$ cat src/rtl/gsm_pkg.sv
// Package: shared types and constants of the scaled multiply-accumulate core.
`timescale 1ns / 1ps
package gsm_pkg;

	// reach of the 3-bit row and column fields
	localparam int unsigned FIELD_REACH = 8;
	// accumulator: eight 40-bit products plus a 32-bit beta term
	localparam int unsigned ACC_W = 44;

	// request types
	localparam logic [1:0] REQ_LOAD_A = 2'd0;
	localparam logic [1:0] REQ_LOAD_B = 2'd1;
	localparam logic [1:0] REQ_LOAD_C = 2'd2;
	localparam logic [1:0] REQ_START  = 2'd3;

	// configuration register indexes
	localparam logic [2:0] CFG_ROWS_M  = 3'd0;
	localparam logic [2:0] CFG_COLS_N  = 3'd1;
	localparam logic [2:0] CFG_INNER_K = 3'd2;
	localparam logic [2:0] CFG_ALPHA   = 3'd3;
	localparam logic [2:0] CFG_BETA    = 3'd4;

	typedef struct packed {
		logic [1:0]        req_type;
		logic [2:0]        row;
		logic [2:0]        col;
		logic signed [15:0] value;
	} gsm_req_t;

	typedef struct packed {
		logic [2:0]        out_row;
		logic [2:0]        out_col;
		logic signed [15:0] out_value;
		logic              saturated;
		logic              last;
	} gsm_rsp_t;

	// control tag that travels with each MAC step
	typedef struct packed {
		logic valid;
		logic first;
		logic last;
		logic use_prod;
	} gsm_tag_t;

	// finished element from the MAC pipeline
	typedef struct packed {
		logic              valid;
		logic              sat;
		logic signed [15:0] value;
	} gsm_res_t;

endpackage

$ cat src/rtl/gsm_mac.sv
// MAC pipeline: alpha scaling, product, accumulation, rounding and saturation.
`timescale 1ns / 1ps
module gsm_mac (
	input  logic               clk,
	input  logic               arst_n,
	input  gsm_pkg::gsm_tag_t  issue,
	input  logic signed [15:0] a_rdata,
	input  logic signed [15:0] b_rdata,
	input  logic signed [15:0] c_rdata,
	input  logic signed [15:0] alpha,
	input  logic signed [15:0] beta,
	output gsm_pkg::gsm_res_t  res,
	output logic               busy
);
	import gsm_pkg::*;

	gsm_tag_t tag_s1, tag_s2, tag_s3, tag_s4;

	logic signed [31:0]      pa_s2;
	logic signed [15:0]      b_s2;
	logic signed [31:0]      bc_s2, bc_s3;
	logic signed [39:0]      prod_s3;
	logic signed [ACC_W-1:0] acc_q;

	logic signed [23:0]      ap;
	logic [ACC_W-1:0]        acc_base;
	logic [ACC_W-1:0]        prod_ext;
	logic signed [ACC_W-9:0] q;

	// tags line up with RAM read data in the cycle after issue
	always_ff @(posedge clk or negedge arst_n) begin
		if (!arst_n) begin
			tag_s1 <= '0;
			tag_s2 <= '0;
			tag_s3 <= '0;
			tag_s4 <= '0;
		end else begin
			tag_s1 <= issue;
			tag_s2 <= tag_s1;
			tag_s3 <= tag_s2;
			tag_s4 <= tag_s3;
		end
	end

	// floor(alpha*A / 256)
	assign ap = pa_s2[31:8];

	assign acc_base = tag_s3.first ? {{(ACC_W-32){bc_s3[31]}}, bc_s3} : acc_q;
	assign prod_ext = {{(ACC_W-40){prod_s3[39]}}, prod_s3};

	// datapath registers
	always_ff @(posedge clk) begin
		pa_s2 <= alpha * a_rdata;
		b_s2  <= b_rdata;
		bc_s2 <= beta * c_rdata;
		bc_s3 <= bc_s2;
		if (tag_s2.use_prod) begin
			prod_s3 <= ap * b_s2;
		end else begin
			prod_s3 <= '0;
		end
		if (tag_s3.valid) begin
			acc_q <= acc_base + prod_ext;
		end
	end

	// floor(acc / 256) then clip to 16 bits
	assign q = acc_q[ACC_W-1:8];

	always_comb begin
		res.valid = tag_s4.valid && tag_s4.last;
		if (q > $signed(36'd32767)) begin
			res.value = 16'sh7fff;
			res.sat   = 1'b1;
		end else if (q < -$signed(36'd32768)) begin
			res.value = 16'sh8000;
			res.sat   = 1'b1;
		end else begin
			res.value = q[15:0];
			res.sat   = 1'b0;
		end
	end

	assign busy = tag_s1.valid || tag_s2.valid || tag_s3.valid || tag_s4.valid;

endmodule

$ cat config.mk
export PLATFORM = sky130hd
export DESIGN_NAME = gsm_mac
export DESIGN_NICKNAME = d
export VERILOG_FILES = /design/src/rtl/gsm_pkg.sv /design/src/rtl/gsm_mac.sv
export SDC_FILE = /design/constraint.sdc
export NUM_CORES = 2
export LEC_CHECK = 0
export ABC_AREA = 1
export BUFFER_PORTS_ARGS = -buffer_cell sky130_fd_sc_hd__buf_2
export CAP_MARGIN = 10
export CORE_MARGIN = 3
export CORE_UTILIZATION = 40
export CTS_CLUSTER_DIAMETER = 30
export CTS_CLUSTER_SIZE = 10
export DETAILED_ROUTE_END_ITERATION = 16
export GPL_ROUTABILITY_DRIVEN = 0
export GPL_TIMING_DRIVEN = 1
export PLACE_DENSITY = 0.55
export SYNTH_ARGS = -nofsm -noshare
export SYNTH_HDL_FRONTEND = slang
export SYNTH_SLANG_ARGS = --single-unit
$ cat constraint.sdc
create_clock -name clk -period 7.1 [get_ports clk]
set_input_delay 1.775 -clock clk [delete_from_list [all_inputs] [get_ports clk]]
set_output_delay 1.775 -clock clk [all_outputs]
set_load 0.02 [all_outputs]
# After elaboration in Yosys (flattened, before gate mapping)

Cells that the tools add are included.

ROM bits: 0
Logic and storage cells: 32
Output and inout port bits: 19
Memories: 0
Bits in writable memories: 0
Register bits: 209
Latch bits: 0
Bits of input ports: 86

$lt $le $gt $ge: 2
Shift operators: 0
$mul: 3
Div/mod/pow operators: 0
Eq/ne operators: 0
Bitwise operators: 0
Reduce and logical (&&, ||, !) cells: 4
$add $sub $neg: 1
Mux-type cells: 3

Operators with widths:

| cell                 | count |
|---|---|
| $mul 16x16->32       | 2 |
| $add 44x44->44       | 1 |
| $mux 44              | 1 |
| $mul 24x16->40       | 1 |
| $gt 36x16->1 const B | 1 |
| $lt 36x16->1 const B | 1 |
| $mux 17              | 2 |
| $logic_or 1x1->1     | 3 |
| $logic_and 1x1->1    | 1 |

# Depth between registers and ports, before layout

Depth after elaboration: 3
Depth in mapped cells: 28
Mapped depth without buffers: 26

# Worst setup path after synthesis

No wires, ideal clock.

Path type: in2reg
Start: in a_rdata[3]
End: reg pa_s2[31]
Library setup time: 0.112 ns
Cell stages on the path: 25
Setup slack: 0.198 ns
Data required time: 6.988 ns
Buffers on the path: 2
Data arrival time: 6.789 ns
Cell sequence: clkbuf_1 clkbuf_1 nand2_1 fa_1 inv_1 fa_1 inv_1 fa_1 inv_1 fa_1 inv_1 fa_1 inv_1 fa_1 ha_1 nand2_1 inv_1 a21oi_1 nor2_1 nor2_1 nor2_1 nor2_1 nand2_1 nand2_1 nand2_1

Cells in the longest elaborated chain, start to end: 1

RTL lines:

| item                   | line          | source |
|---|---|---|
| start: declaration     | gsm_mac.sv:7  | `input logic signed [15:0] a_rdata,` |
| $mul 16x16->32         | gsm_mac.sv:53 | `pa_s2 <= alpha * a_rdata;` |
| end signal: assignment | gsm_mac.sv:53 |  |
| end: declaration       | gsm_mac.sv:19 | `logic signed [31:0] pa_s2;` |

No other way between the ends.
A chain may end at the register's enable or synchronous reset.

# Final worst setup path

Start: in alpha[15]
End: reg pa_s2[22]

Cells in the longest elaborated chain, start to end: 1

RTL lines:

| item               | line          | source |
|---|---|---|
| start: declaration | gsm_mac.sv:10 | `input logic signed [15:0] alpha,` |
| $mul 16x16->32     | gsm_mac.sv:53 |  |

No other way between the ends.

==> results.md <==
* HP Class: flip-flop to flip-flop
* Total CTS buffers at 44
* Final HPWL DP at 103,000 µm
* Sequential area share after synthesis at 0.102
* Crit-path max cell delay at 0.59 ns
* First DRT Iteration DRCs at 2,124
* Clock slew at reported path FFs at 0.05 ns
* Synthesized net count at 7,128
* Final core occ at 0.445
* Hold-fix buffers at CTS at 0
* First-pass GRT wire length at 196,000 µm
* Crit-path cells: buf_2, nand2_1, inv_1, fa_1, inv_1, fa_1, inv_1, fa_1, fa_1, fa_1, inv_1, fa_1, inv_1, ha_1, nand2_1, nor2_1, inv_1, nor2_1, o21ai_0, nand3_1, xor2_1
* Clock latency on the worst-skew pair at 0.59 ns
* Post-CTS Setup Repair Bufs at 0
* Tcrit/Tclk final at 0.921
* Synth area leader: fa_1
* DRT antenna net count at 0
* Final min period at 6.54 ns
* Vias post-DR at 35,100
* CP Buf/Inv Count at 7
* Nets at 7,217
* Clock Path Buffers at 3
* CP top delay family: adder cells
* FF+latch count, synth at 201
* RSZ-0062 raised after global routing: no
* Status: finished, final reports clean
* # IOs at 105
* Clock Tree Root: clkbuf_16
* Crit Path Max Fanout at 9
* Initial antenna violation count at 1
* YS warnings at 0
* Hold_ws at 0.318 ns
* Fraction of registers with async set/reset at 0.0647
* Post-cts sizing count at 0
* Setup violations, final at 0
* Total GRT Usage at 0.210
* Clk_skew at 0.0251 ns
* PortBufs at 104
* Arrival time worst endpoint at 7.04 ns
* CTS tree: yes
* DRC at 0
* WL/cell at 15.8 µm
* Post-synth EDFFs at 44
* Via density at 4.71
* Die X at 340 µm
* Max-slew violation count at 0
* Rel. slew slack at 0.258
* Total congestion overflow at 0
* Fmax at 0.153 GHz
* Top post-synthesis cells by count: inv_1, nand2_1, fa_1, ha_1, nor2_1
* Inst Count DP at 7,361
* CP Launch Type: input port
* Die Area at 115,000 µm²
* Total core area at 110,000 µm²
* Starting Density at 0.406
* Kind of critical path: input port to flip-flop
* Main synth FF type: dfxtp_1
* CP max stage cell: fa_1
* Layout cells sized above 1 at 0.0628
* Area Growth Syn to Fin at 9.50%
* Cell variety after synth at 42
* Vias in the first global route at 37,100
* # clock sinks at 201
* DR pass1 iterations at 6
* Largest net degree at the start of global routing at 47
* Worst-margin pin slew at 1.11 ns
* Worst EP required at 7.60 ns
* Final Hold Violating Endpoints at 0
* H-tree levels at 2
* CP endpoint kind: flip-flop
* Max Cap Viol at 0
* WL final at 118,000 µm
* Post-Syn Area at 44,500 µm²
* Synth area leaders: fa_1, inv_1, nand2_1, ha_1, dfxtp_1
* Share of the synthesized area in the top cell type at 0.404
* Post-route non-filler standard cell count at 7,445
* Setup_tns at 0 ns
* Die height at 340 µm
* Cell with the most instances after synthesis: inv_1
* Num rows at 121
* Syn Inst Count at 5,842
* Avg Inst Size Synth at 7.62 µm²
==> per-layer routing <==
layer / GRT usage / vias up / wire (µm)
li1: - / 16900 / -
met1: 0.303 / 17300 / 56000
met2: 0.346 / 790 / 54200
met3: 0.0189 / 115 / 5410
met4: 0.0386 / 0 / 2110
met5: 0 / - / 0
==> stage by stage <==
stage / area (µm²) / setup WS, ns
after CTS: 48700 / 0.607
after floorplan: 44500 / 0.198
final: 48700 / 0.564
after detailed placement: 47200 / -0.00223
after global placement: 47200 / 0.00558
after global routing: 48700 / 0.185
==> placed cells by master, fill, tap and decap left out, types with 24 or more instances in the layout <==
| master | instances |
|---|---|
| nor2_1 | 297 |
| xnor2_1 | 24 |
| nor3_1 | 25 |
| o21ai_0 | 123 |
| inv_1 | 1696 |
| fa_1 | 898 |
| buf_2 | 104 |
| nand3_1 | 124 |
| nand2_1 | 1546 |
| ha_1 | 302 |
| a21oi_1 | 173 |
| clkbuf_16 | 44 |
| edfxtp_1 | 44 |
| buf_4 | 132 |
| dfxtp_1 | 144 |
| nand4_1 | 32 |
| xor2_1 | 63 |
==> worst paths after layout <==
kind | startpoint | end | slack (ns) | cells past startpoint
max in group asynchronous | arst_n | tag_s3[2]$_DFF_PN0_ | 5.80 | 1
hold reg to reg | bc_s2[16]$_DFF_P_ | bc_s3[16]$_DFF_P_ | 0.32 | 0
setup / recovery | alpha[15] | pa_s2[22]$_DFF_P_ | 0.56 | 21
min in group asynchronous | arst_n | tag_s3[3]$_DFF_PN0_ | 1.07 | 1
setup reg to reg | b_s2[11]$_DFF_P_ | prod_s3[37]$_SDFF_PN0_ | 0.85 | 20
hold / removal | bc_s2[16]$_DFF_P_ | bc_s3[16]$_DFF_P_ | 0.32 | 0
==> sequential cells by signal (all words and copies together) (netlist names) <==
| name | cells |
|---|---|
| acc_q | 44 |
| prod_s3 | 40 |
| bc_s2 | 32 |
| bc_s3 | 32 |
| pa_s2 | 24 |
| b_s2 | 16 |
| tag_s1 | 4 |
| tag_s2 | 4 |
| tag_s3 | 3 |
| tag_s4 | 2 |
==> kinds of logic (layout without fill, tap and decap cells) <==
kind of cell             Yosys count  in the layout  share of synthesized area
flip-flops                       201            201                      0.102
other                              0              2                          0
AND/OR/NAND/NOR                 2093           2093                      0.187
XOR/XNOR                          87             87                     0.0171
AO/OA/AOI/OAI                    360            360                     0.0441
multiplexers                       7              7                    0.00177
buffers and inverters           1894           2019                      0.160
adder cells (fa/ha/maj)         1200           1200                      0.489
==> cell type report <==
class	instances	area (µm²)
inverters	1698	6370
diodes	2	5.00
clock buffers	54	1210
fillers	11200	60900
repair buffers	239	1570
multi-input cells	3747	32900
well taps	1476	1850
clock inverters	28	332
flip-flops and latches	201	4530
Power is not shown: default switching activity piles up to over one toggle a cycle in this logic, so the estimate is an artifact.
