### src/rtl/gsm_ram.sv
// Generic simple dual-port RAM with one write port and a registered read port.
`timescale 1ns / 1ps
module gsm_ram #(
	parameter int unsigned WIDTH = 16,
	parameter int unsigned DEPTH = 64,
	parameter int unsigned AW = (DEPTH > 1) ? $clog2(DEPTH) : 1
) (
	input  logic             clk,
	input  logic             we,
	input  logic [AW-1:0]    waddr,
	input  logic [WIDTH-1:0] wdata,
	input  logic [AW-1:0]    raddr,
	output logic [WIDTH-1:0] rdata
);
	logic [WIDTH-1:0] mem [DEPTH];

	always_ff @(posedge clk) begin
		if (we) begin
			mem[waddr] <= wdata;
		end
		rdata <= mem[raddr];
	end

endmodule

### config.mk
export PLATFORM = sky130hd
export DESIGN_NAME = gsm_ram
export DESIGN_NICKNAME = d
export VERILOG_FILES = /design/src/rtl/gsm_ram.sv
export SDC_FILE = /design/constraint.sdc
export NUM_CORES = 1
export LEC_CHECK = 0
export ABC_AREA = 1
export BUFFER_PORTS_ARGS = -buffer_cell sky130_fd_sc_hd__buf_2
export CORE_MARGIN = 1.5
export CORE_UTILIZATION = 33
export DETAILED_ROUTE_END_ITERATION = 16
export GPL_ROUTABILITY_DRIVEN = 0
export PLACE_DENSITY_LB_ADDON = 0.25
export SYNTH_ARGS = -nofsm -noshare
export SYNTH_HDL_FRONTEND = slang
export SYNTH_SLANG_ARGS = --single-unit
### constraint.sdc
create_clock -name clk -period 3.3 [get_ports clk]
set_input_delay 0.495 -clock clk [delete_from_list [all_inputs] [get_ports clk]]
set_output_delay 0.495 -clock clk [all_outputs]
set_load 0.05 [all_outputs]
-- After elaboration in Yosys (flattened, before gate mapping)
Memory sizes are Yosys's and may differ from the RTL's. A register that Yosys moved wholly into a read port is not among the register bits.
Cells that the tools add are included.
- bits in registers: 0
- RAM bits: 1024
- output and inout bits: 16
- word-level logic and storage cells: 3
- memories kept: 1
- multiplexer cells: 2
- memory list (memory ; depth ; bits a word ; rd ports ; clocked after Yosys merged registers in ; wr ports ; RTL line ; source):
    mem ; 64 ; 16 ; 1 ; 1 ; 1 ; 15 ; logic [WIDTH-1:0] mem [DEPTH];
- operators by type and width (cell ; count):
    $mux W1 ; 2

-- Logic depth before layout (Yosys ltp)
Gate-level depths: netlist of the first run.
- word-level depth: 2
- gate-level depth with buffers: 12
- depth with buffers taken out: 9

-- Worst setup path after synthesis of the first run
Ideal clock, no wire load.
- path type: input port to flip-flop
- start: in we
- end: mem mem[48][0], enable pin
- data arrival time: 2619 ps
- path slack: 251 ps
- stages on the path: 3
- path buffers: 1
- path through: clkbuf_1 -> nand4_1 -> nor4_1
- cells in the longest elaborated chain, start to end: 2
- RTL lines (what ; RTL line ; source):
    from (decl) ; 9 ; input logic we,
    $mux W1 ; 18 ; if (we) begin
    $mux W1 (not written as such) ; 19 ; mem[waddr] <= wdata;
    to (decl) ; 15 ;
No other way between the ends.

-- Worst setup path after layout of the first run
- start: reg rdata[15] (read register of mem)
- end: out rdata[15]
- RTL lines (what ; RTL line ; source):
    from (decl) ; 13 ; output logic [WIDTH-1:0] rdata
No word-level cell between the ends.

==> flow_results.org, run 1 <==
** Outcome
- Status :: completed

** Global routing
- Number of antenna violations at the first check in global routing :: 5
- The via count of the first global-routing pass was 25430.
- The first global-routing pass estimated between 150000 and 200000 um of wire.
- Entering global routing, the biggest net connects 150 pins.
- For this run the aggregate overflow at the end of global routing stands at 0.
- Total Routing Usage GR :: 18.42%

** Setup path
- STA puts the critical path data arrival time at roughly 1.7 ns.
- Delay contributed by the slowest stage of the critical path :: 0.63 ns
- Along the worst path, the maximum fanout reaches 1.
- Dominant delay contributor by cell family on the critical path :: flip-flops
- The slowest stage of the critical path is the dfxtp_1 cell.
- Data on the critical path is required at its endpoint by 2.80 ns.
- Critical Path End Type :: output port
- Category of the worst setup path launch point :: flop
- Crit path buffers/inverters :: 1
- In this run the critical register-to-register path is launched from mem[57][15].
- Across all register-to-register paths, the minimum setup slack is roughly 1.7 ns.
- Series of cell instances along the critical path :: buf_2
- RR Endpoint :: rdata[15]
- Kind of critical path :: flop to output port
- Counting cells, the worst reg-to-reg path comes to 8.

** Pwr
- In this run the power spent charging and discharging nets is 0.006739 W.
- Part of the total power dissipated in the clock network :: a little over two fifths
- For this design the ratio of total power to cell area is 597.3 nW/um^2.
- VDD sags by at most 0.0005115 V.
- In this run, the combinational gates consume 6.7% of the power.
- Share of total power consumed by net switching :: a little under a quarter
- The internal power of the cells totals 0.02197 W.
- Leakage power :: 17.16 nW
- Share of total power in sequential cells :: 51.1%

** Detailed routing
- Via Count :: around 27000
- After detailed routing, the number of remaining DRC violations is 0.
- For this block, the routed nets add up to 122000 um of wire.
- Met2 Routed Length :: 53280 um
- Sum of met3 wire segment lengths after detailed routing :: 9257 um
- For this run, the detailed router's first-pass iteration total came to 5.
- For this block, wires on met1 add up to between 50000 and 60000 um.
- Per-cell via count in the routed design :: 5.071
- Antenna viol nets, final :: 0
- Routed wire per std cell :: 22.86 um
- Highest metal used :: met5
- For this block, the initial DRC count from the detailed router was 3250.

** Timing
- Final number of setup-violating endpoints :: 0
- Total count of hold-check failures in the final report :: 0
- The count of pins over their slew limit was 0.
- Counting I/O delays and the setup requirement, the final critical path takes 2.175 ns.
- Across the routed clock network, the largest skew measured is about 0.035 ns.
- Upper clock frequency limit :: 0.4598 GHz
- Max transition margin :: 34.88%
- Final critical-path share of the clock period :: 65.90%
- For the final routed database, the setup TNS stands at 0 ns.
- RSZ-0062 raised after global routing :: no
- For the pin with the worst max-slew slack, the measured transition is 0.9767 ns.

** Yosys
- For this run, asynchronously set or reset flops after synthesis account for 0%.
- Cell Area, Synth :: 42100 sq um
- Synth area leader :: edfxtp_1
- Synth cell count leaders :: 1296 x nand2_1, 1024 x edfxtp_1, 871 x nand3_1
- Fraction of synthesized cell area taken by the top area cell type :: 73.04%
- Yosys mapped the design onto 16 distinct sky130hd cell types.
- Among all cell types in the netlist, the one instantiated most often is nand2_1.
- For this run, the register share of the synthesized area comes to 73.80%.
- A synthesized cell averages 11.97 sq um.
- During synthesis, Yosys emitted a total of 0 warnings.
- Top cells by area, synth :: edfxtp_1 73%, nand2_1 12%, nand3_1 10%, buf_2 1.3%, buf_6 1.3%
- Post-synth top flop :: edfxtp_1
- Synthesized netlist cell count :: 3517
- Counting flops with a built-in enable in the synthesized netlist gives ~1000.
- Syn_nets :: 3547
- After synthesis the netlist holds a flip-flop and latch count of 1040.

** Placement
- Post-detailed-placement half-perimeter wirelength :: 70110 um
- In this run the tool buffered the top-level ports with 45 buffer cells.
- Dpl cells :: 5132

** Floorplanning
- Core region area :: 126100 sq um
- Std cell rows :: 130
- The floorplan step set the die height to about 360 um.
- 46 I/O pins were placed.
- For this configuration, the core starts out at a cell density of 33.40%.
- Die X :: 360.2 um
- Die Footprint :: 129700 sq um

** Clocking
- Post-CTS Hold Fix Bufs :: 0
- The number of clock buffers added by TritonCTS is between 100 and 150.
- The clock passes through at most 3 buffers.
- Post-CTS Setup Inserts :: 0
- Clk slew on worst S/H paths :: 0.06 ns
- H-tree levels :: 3
- CTS sink cnt :: about 1000
- Cell chosen for the clock root :: clkbuf_16
- Clock tree from TritonCTS :: yes
- Total of cells resized after clock tree synthesis :: 0
- The later pin in the worst-skew pair is clocked with a latency of 0.70 ns.

** Hold path
- In this run the most critical hold path is launched from wdata[15].
- The path class of the tightest hold or removal check is input pin to flop.
- Hold Path Stages :: 1
- The worst hold path terminates at mem[16][15].

** Finish
- Number of nets in the layout :: 3621
- The filler cells instantiated in the layout total 12060.
- Multi-input logic area :: between 9000 and 10000 sq um
- Cells with a size suffix above 1 make up 10.27% of the layout.
- Layout area overhead :: 14.18%
- The count of cells in the finished layout, fillers not included, comes to 5336.
- Summing all flip-flop and latch instances after layout gives 31070 sq um.

** Run
- Max-cap violations in this run came to 0.
[cells by family after synthesis]
kind of cell / count (synthesis) / synth area share (%)
buf+inv: 237 / 3.537
flops: 1040 / 73.80
simple gates: 2240 / 22.66
[power by group through the flow]
stage	Clock, W	Combinational, W	Sequential, W
global route	0.0128	0.00208	0.0147
CTS	0.0123	0.00194	0.0147
finish	0.0121	0.00194	0.0147
detailed placement	0	0.00194	0.0150
floorplan	0	0.000978	0.0150
global placement	0	0.00194	0.0150
[sequential cells by signal (all words and copies together), names as in the netlist]
name,flops
mem,1024
rdata,16
[cell type report]
| class | count | area share, % |
|---|---|---|
| clock buffer | 134 | 5.992 |
| timing repair buffer | 190 | 3.569 |
| inverter | 12 | 0.1484 |
| tap | 1650 | 4.295 |
| antenna | 5 | 0.02603 |
| sequential | 1040 | 64.64 |
| clock inverter | 65 | 1.307 |
| multi-input combinational | 2240 | 20.02 |
[per-layer routing]
layer / vias up / track usage [%]
li1: 12550 / -
met1: 13390 / 27.58
met2: 947 / 27.08
met3: 179 / 3.485
met4: 4 / 5.118
met5: - / 0
[cell usage in the layout, fill, tap and decap left out]
cell type	count
edfxtp_1	1024
clkbuf_8	8
nand4_1	9
inv_6	1
buf_8	2
clkinv_8	5
clkinv_1	19
clkinv_16	1
clkinv_4	1
inv_16	1
nor4_2	8
buf_12	30
buf_2	42
nor2_1	42
inv_4	1
inv_1	8
bufinv_16	9
clkbuf_16	108
diode_2	5
buf_6	1
buf_4	115
inv_2	1
clkinv_2	24
clkinvlp_4	5
nor2_2	14
dfxtp_1	16
nand2_1	1296
clkbuf_1	18
nand3_1	871
inv_8	1
[stage by stage]
step                total power [W]  util, %  cell area [sq um]  hold WS (ns)  setup slack [ns]
floorplan                   0.01599        -              42100        0.5939            0.2509
global route                0.02955    38.12              48050        0.2904             1.054
finish                      0.02871    38.13              48070        0.3082             1.125
detailed placement          0.01690    35.34              44550        0.8413            0.5350
global placement            0.01690    35.34              44550        0.8341            0.4992
CTS                         0.02890    38.12              48050        0.2488             1.123
[how the worst max path moves through the flow]
stage          cells after the start      start          to  slack, ns
3_3_place_gp                      11   raddr[1]   rdata[15]       0.50
2_1_floorplan                      3         we  mem[48][0]       0.25
3_5_place_dp                      11   raddr[1]   rdata[15]       0.54
6_report                           1  rdata[15]   rdata[15]       1.13
5_1_grt                            1  rdata[15]   rdata[15]       1.05
4_1_cts                            1  rdata[15]   rdata[15]       1.12
Power figures use the tool's default switching activity.
==> run 2: changes to the inputs <==
- clock period: 3.3 -> 2 ns (I/O delays scaled with it)
==> flow_results.org, run 2 (synthesized netlist as in run 1, its figures left out) <==
** Global routing
- Entering global routing, the biggest net connects 65 pins.
- Summed over all layers, the global routing overflow is 0.
- Wire length of the first global-routing pass :: 186500 um
- Global routing used 19.61% of the available tracks.
- Via count of the first global-routing pass :: 26720
- The initial antenna violation count came to 5.

** Finish
- Most used cells in the layout excluding fill and tap cells :: 1296 x nand2_1, 1024 x edfxtp_1, 871 x nand3_1
- Leading cell type in the layout, fill and taps excluded :: nand2_1
- Layout area overhead :: 20.25%
- The register with the most flip-flops in the layout has 1024 of them.
- Top Registers :: mem: 1024 flops, rdata: 16 flops
- mem holds more flip-flops than any other register.
- Seq. cell area :: ~31000 sq um
- At the end of the flow, the number of nets in the layout was ~3800.
- Multi-input logic area :: between 9000 and 10000 sq um
- Fill cells in the final layout number 11810.
- Cells with a size suffix above 1 make up 14.42% of the layout.

** Timing
- Setup violations remaining at the end of the flow were counted as 0.
- Final critical-path share of the clock period :: 94.94%
- Hold timing on the final database bottoms out at a slack of 0.08571 ns.
- Setup repair after global routing left no endpoint under its margin.
- The clock period could shrink to between 1.5 and 2 ns.
- Total count of hold-check failures in the final report :: 0
- Transition time of the tightest slew-check pin :: 0.7581 ns
- Max transition margin :: 49.46%
- Pins over their slew limit :: 0
- Upper clock frequency limit :: 0.5266 GHz
- For the final database, setup skew stands at 0.02966 ns.
- Sum of negative setup slack :: 0 ns

** Clocking
- For the worst-skew pair, the clock arrives at the later sink with an insertion delay of 0.71 ns.
- After clock tree synthesis, the flow added hold-fix buffers numbering 0.
- CTS sink cnt :: 1040
- Clock-pin slew was measured on the worst setup and hold paths at approximately 0.060 ns.
- The H-tree generated during clock tree synthesis spans 3 levels.
- Number of buffers created by CTS :: about 110
- Clock tree synthesis selected as its root buffer the cell clkbuf_16.
- Longest Clk Path Bufs :: 3
- Clock tree from TritonCTS :: yes

** Pwr
- Pint :: around 0.037 W
- Leakage power :: ~18 nW
- IR analysis of the VDD net gives a maximum drop of 0.0006991 V.
- Share of total power in sequential cells :: 50.1%
- For this design the ratio of total power to cell area is 955.2 nW/um^2.
- Share of total power consumed by net switching :: between 20% and 30%
- Proportion of power drawn by combinational gates :: under 10%
- The share of total power dissipated in the clock network is 42.4%.
- In this run the power spent charging and discharging nets is around 0.011 W.

** Floorplanning
- Number of I/O pins :: 46
- The floorplan step set the die height to around 360 um.
- Die Footprint :: 129700 sq um
- Core region area :: 126100 sq um
- Std cell rows :: 130
- The floorplan step set the die width to 360.2 um.
- For this configuration, the core starts out at a cell density of 33.40%.

** Setup path
- Critical path required time :: about 1.7 ns
- Setup slack on the worst reg-to-reg path comes out at 0.49 ns.
- Beginning of the worst register-to-register path :: mem[44][2]
- Crit path buffers/inverters :: 1
- In this run the critical register-to-register path is captured at rdata[2].
- The critical path is of the flop to output port type.
- Delay contributed by the slowest stage of the critical path :: ~0.55 ns
- Depth of the worst register-to-register path :: 8
- STA puts the critical path data arrival time at approximately 1.6 ns.
- The worst setup path is launched from a flop.
- Along the worst path, the maximum fanout reaches 1.
- Critical Path End Type :: output port
- Among all stages on the critical path, the largest delay is contributed by dfxtp_1.
- Dominant delay contributor by cell family on the critical path :: flip-flops
- Series of cell instances along the critical path :: buf_2

** Outcome
- Status :: completed

** Hold path
- Worst Hold End :: mem[28][1]
- In this run the most critical hold path is launched from wdata[1].
- Hold Path Stages :: 1
- The min-delay analysis places its worst path in the category input pin to flop.

** Placement
- The wire-length estimate of the detail-placed layout is 79060 um.
- Buffers on Ports :: 45

** Detailed routing
- For this run, design rule violations remaining after detail routing come to 0.
- The pre-antenna-repair detailed-routing pass consisted of 6 iterations.
- Per-cell via count in the routed design :: 5.056
- In this run the remaining antenna-violating nets after routing total 0.
- Wires add up to 128800 um.
- Via Count :: between 20000 and 30000
- After detailed routing, the average wire length per cell comes to between 20 and 25 um.
- After the first detailed-routing iteration, the DRC count stood at 2948.

** Run
- Across the run, the number of max-cap violations was 0.
[run 2: area by class of cell]
type	instances	area share (%)
Antenna cell	7	0.03460
Clock buffer	147	5.922
Clock inverter	67	1.206
Inverter	12	0.1409
Multi-Input combinational cell	2240	19.35
Sequential cell	1040	61.38
Tap cell	1650	4.078
Timing Repair Buffer	344	7.889
[run 2: worst max-delay path by stage]
stage / startpoint / to / cells after the start
after global routing: rdata[11] / rdata[11] / 1
final: rdata[1] / rdata[1] / 1
after CTS: rdata[7] / rdata[7] / 1
after detailed placement: raddr[0] / rdata[3] / 12
after floorplan: waddr[1] / mem[50][0] / 3
after global placement: raddr[0] / rdata[3] / 12
[run 2: power groups by stage]
stage / combinational (W) / clock (W) / sequential (W)
6_report: 0.00361 / 0.0205 / 0.0242
3_3_place_gp: 0.00359 / 0 / 0.0247
4_1_cts: 0.00362 / 0.0208 / 0.0242
5_1_grt: 0.00387 / 0.0216 / 0.0242
3_5_place_dp: 0.00361 / 0 / 0.0247
2_1_floorplan: 0.00164 / 0 / 0.0248
[run 2: metal layers]
layer	track usage [%]	part of all wire (%)	vias up
met1	28.18	45	13810
met5	0	0	-
met2	29.93	45	987
met4	5.766	2.4	0
li1	-	-	12880
met3	3.902	8.0	170
[run 2: per-stage QoR]
| step | util [%] | setup slack [ns] | power, W | instance area (sq um) | std cells |
|---|---|---|---|---|---|
| 3_3_place_gp | 37.28 | -0.2005 | 0.02829 | 47000 | 5286 |
| 5_1_grt | 40.15 | 0.01905 | 0.04976 | 50610 | 5500 |
| 2_1_floorplan | - | -0.3368 | 0.02641 | 42320 | 3517 |
| 6_report | 40.16 | 0.1012 | 0.04836 | 50620 | 5507 |
| 4_1_cts | 40.14 | 0.03630 | 0.04870 | 50610 | 5500 |
| 3_5_place_dp | 37.28 | -0.2222 | 0.02830 | 47000 | 5286 |
[run 2: what timing repair did]
item	in CTS	in global routing
resized for setup	0	1
setup buffers	0	0
setup endpoints to repair	0	1
